### src/rtl/core/ihp_pkg.sv
// shared types and command codes for the indexed min-heap
package ihp_pkg;

  localparam logic [1:0] CMD_PUSH  = 2'd0;
  localparam logic [1:0] CMD_POP   = 2'd1;
  localparam logic [1:0] CMD_CLEAR = 2'd2;
  localparam logic [1:0] CMD_NOP   = 2'd3;

  typedef struct packed {
    logic [1:0]  cmd;
    logic [9:0]  item_id;
    logic [31:0] item_key;
  } req_t;

  typedef struct packed {
    logic [9:0]  out_id;
    logic [31:0] out_key;
    logic        status;
    logic [10:0] occupancy;
  } rsp_t;

endpackage

### src/rtl/core/ihp_out_reg.sv
// output register holding one response beat
module ihp_out_reg (
  input  logic          clk,
  input  logic          rst,
  input  logic          load,
  input  ihp_pkg::rsp_t din,
  input  logic          rsp_ready,
  output logic          rsp_valid,
  output ihp_pkg::rsp_t rsp,
  output logic          free
);

  assign free = !rsp_valid || rsp_ready;

  always_ff @(posedge clk) begin
    if (rst) begin
      rsp_valid <= 1'b0;
    end else if (load) begin
      rsp_valid <= 1'b1;
    end else if (rsp_ready) begin
      rsp_valid <= 1'b0;
    end
  end

  always_ff @(posedge clk) begin
    if (load) begin
      rsp <= din;
    end
  end

endmodule

### config.mk
export PLATFORM = sky130hd
export DESIGN_NAME = ihp_out_reg
export DESIGN_NICKNAME = d
export VERILOG_FILES = /design/src/rtl/core/ihp_pkg.sv /design/src/rtl/core/ihp_out_reg.sv
export SDC_FILE = /design/constraint.sdc
export NUM_CORES = 1
export LEC_CHECK = 0
export BUFFER_PORTS_ARGS = -buffer_cell sky130_fd_sc_hd__buf_4
export CORE_ASPECT_RATIO = 1.4
export CORE_MARGIN = 5
export CORE_UTILIZATION = 40
export DETAILED_ROUTE_END_ITERATION = 8
export HOLD_SLACK_MARGIN = 0.05
export PLACE_DENSITY = 0.78
export SLEW_MARGIN = 5
export SYNTH_ARGS = -nofsm -noshare
export SYNTH_HDL_FRONTEND = slang
export SYNTH_SLANG_ARGS = --single-unit
### constraint.sdc
create_clock -name clk -period 0.8 [get_ports clk]
set_input_delay 0.04 -clock clk [delete_from_list [all_inputs] [get_ports clk]]
set_output_delay 0.04 -clock clk [all_outputs]
set_load 0.1 [all_outputs]
==> run_results.csv <==
group,metric,value,unit
synthesis,post_synth_and_or_nand_nor_area_fraction,0.008252,
floorplan,placementRows,27,
hold_path,worstHoldPathType,"primary input to register",
setup_path,cpPeakStageDelay,440,ps
sta,finalMaxSlewViolations,0,
finish,seq_area,1645,sq um
sta,period_share,1.246,
setup_path,crit_family,"flip-flops",
setup_path,worst_path_maximum_fanout,1,
power,totalPowerFinal,7.985,mW
finish,final_layout_size_suffix_gt1_frac,0.5316,
floorplan,fp.dieH,86.40,um
cts,cts_max_path_buffers,2,
sta,fmax,1003,MHz
sta,finalSetupViolCount,56,
synthesis,synth.yosys.warnings,0,
route,drt_iter0_drc,55,
synthesis,yosys_register_bits,55,
route,drt_first_pass_iters,4,
synthesis,synthCells,58,
cts,clockRootBuffer,"sky130_fd_sc_hd__clkbuf_8",
floorplan,floorplan.io_pins,114,
grt,gr-total-overflow,0,
cts,tritoncts,"built",
setup_path,crit_arrival,960,ps
cts,clock_insertion_delay_worst_skew,290,ps
placement,place_congestion,0.7015,
synthesis,xor_and_xnor_fraction_of_the_mapped_netlist_area,0,
route,post_drt_wl_per_cell,19.40,um
grt,grt_first_pass_wirelength,7534,um
cts,cts-buffers-inserted,5,
route,routed_wl,5433,um
route,route.vias.total,1263,
floorplan,initial_cell_density_of_the_core,0.4184,
cts,clk_pin_slew,100,ps
setup_path,worstPathRequired,760,ps
sta,timing.final.crit_period,997.0,ps
grt,grt.total_usage,0.1882,
sta,clock-skew-final,0,ps
setup_path,critical-path-slowest-cell,"sky130_fd_sc_hd__edfxtp_1",
grt,antenna_violations_before_repair,0,
setup_path,startpoint_type,"register",
sta,final.setup.worst_slack,-197.0,ps
cts,ctsHtreeMaxLevel,2,
finish,final_common_cell,"sky130_fd_sc_hd__buf_4",
setup_path,timing.critical_path.buf_inv,1,
power,power.density_cell_area,2265,nW/um^2
sta,timing.max_slew.rel_slack,0.8560,
status,failed_checks,"negative setup slack",
setup_path,worst-setup-path-type,"register to output port",
power,p_leak,1.487,nW
run,timing.max_cap.violations,0,
synthesis,synth_seq_area_share,0.9842,
floorplan,design.die.area,5579,sq um
floorplan,core_area,3986,sq um
finish,layout.nets,294,
setup_path,worstPathCellList,"buf_6",
floorplan,die_width,64.58,um
placement,dp.final_hpwl,3118,um
synthesis,main_combinational_cell_family_by_area_after_synthesis,"simple AND/OR/NAND/NOR gates",
synthesis,synth.cell_area,1668,sq um
finish,antenna_cells,0,
synthesis,synth.area.mux_share,0,
synthesis,synth-adder-area-share,0,
setup_path,critPathCaptureType,"output port",
finish,n_fill_cell,176,
route,post-route-drc-count,0,
route,vias_per_cell,4.511,
sta,setup_repair_after_global_routing_missed_its_margin,"yes",
sta,final_hold_viol_count,0,
finish,area_delta_synth_final,111.4,%
synthesis,syn_nets,116,
synthesis,synth_compound_area_frac,0.005251,
sta,max_slew.worst_pin.slew,216.6,ps
route,route.antenna.remaining_nets,0,
power,vdd_drop_max,0.001744,V
finish,stdcell_area,3526,sq um
grt,grt_max_degree,36,
grt,grt_pass1_vias,1486,
placement,dpl-instance-area,2614,sq um
status,status,"complete, but fails checks",
cts,tritoncts_num_sinks,55,
synthesis,syn_area_per_cell,28.76,sq um
finish,multiInputGateArea,22.52,sq um
synthesis,synth.distinct_cells,5,
finish,layout_common_cells,"58 x sky130_fd_sc_hd__buf_4, 55 x sky130_fd_sc_hd__dlygate4sd3_1, 54 x sky130_fd_sc_hd__edfxtp_1",
placement,io_buffers,113,
## Yosys cell counts
| master | count | area share |
|---|---|---|
| sky130_fd_sc_hd__edfxtp_1 | 54 | 0.97 |
| sky130_fd_sc_hd__a21oi_2 | 1 | 0.0053 |
| sky130_fd_sc_hd__nand2b_4 | 1 | 0.0083 |
| sky130_fd_sc_hd__dfxtp_1 | 1 | 0.012 |
| sky130_fd_sc_hd__inv_1 | 1 | 0.0022 |
## state kept, by name (all words and copies together), names as in the netlist
name       count
rsp           54
rsp_valid      1
## per-layer routing
layer | part of all wire | track usage
met1 | 0.28 | 0.1573
met2 | 0.62 | 0.4023
met3 | 0.072 | 0.05318
met4 | 0.020 | 0.05577
met5 | 0 | 0
## layout make-up
| cell class | instances | area share |
|---|---|---|
| Timing Repair Buffer | 171 | 0.4801 |
| Sequential cell | 55 | 0.4666 |
| Clock buffer | 5 | 0.01952 |
| Tap cell | 43 | 0.01526 |
| Clock inverter | 3 | 0.01100 |
| Multi-Input combinational cell | 2 | 0.006388 |
| Inverter | 1 | 0.001065 |
## worst paths after layout
path         startpoint        end  slack [ps]  depth (start not counted)
max             rsp[27]    rsp[27]        -200                          1
max reg2reg   rsp_valid  rsp_valid          30                          3
min           rsp_ready  rsp_valid         160                          4
min reg2reg   rsp_valid  rsp_valid         640                          3
## stage by stage
step / hold WS [ps] / TNS (ps) / util / std cells / setup WS [ps]
6_report: 156.4 / -7498 / 0.8845 / 280 / -197.0
5_1_grt: 143.1 / -9671 / 0.8845 / 280 / -232.1
4_1_cts: 28.77 / -7785 / 0.8757 / 279 / -166.6
3_5_place_dp: 188.5 / 0 / 0.6557 / 216 / 74.93
3_3_place_gp: 187.7 / 0 / 0.6557 / 216 / 86.66
2_1_floorplan: 93.27 / -8026 / - / 58 / -223.5
## report_power, final
group | internal (mW) | switching (mW) | total (mW)
Sequential | 3.42 | 0.121 | 3.54
Combinational | 0.814 | 1.89 | 2.70
Clock | 0.917 | 0.824 | 1.74
## cells by family after synthesis
kind of cell | after synthesis
AND/OR/NAND/NOR | 1
buffers and inverters | 1
flip-flops | 55
AO/OA/AOI/OAI | 1
## repair_timing
action,CTS,global route
endpoints found under the hold margin,55,0
endpoints found under the setup margin,56,56
gates resized for setup,58,7
pin swaps,0,0
buffers inserted,0,1
hold buffers,55,0
Note: power is estimated with default switching activity, not from simulation.
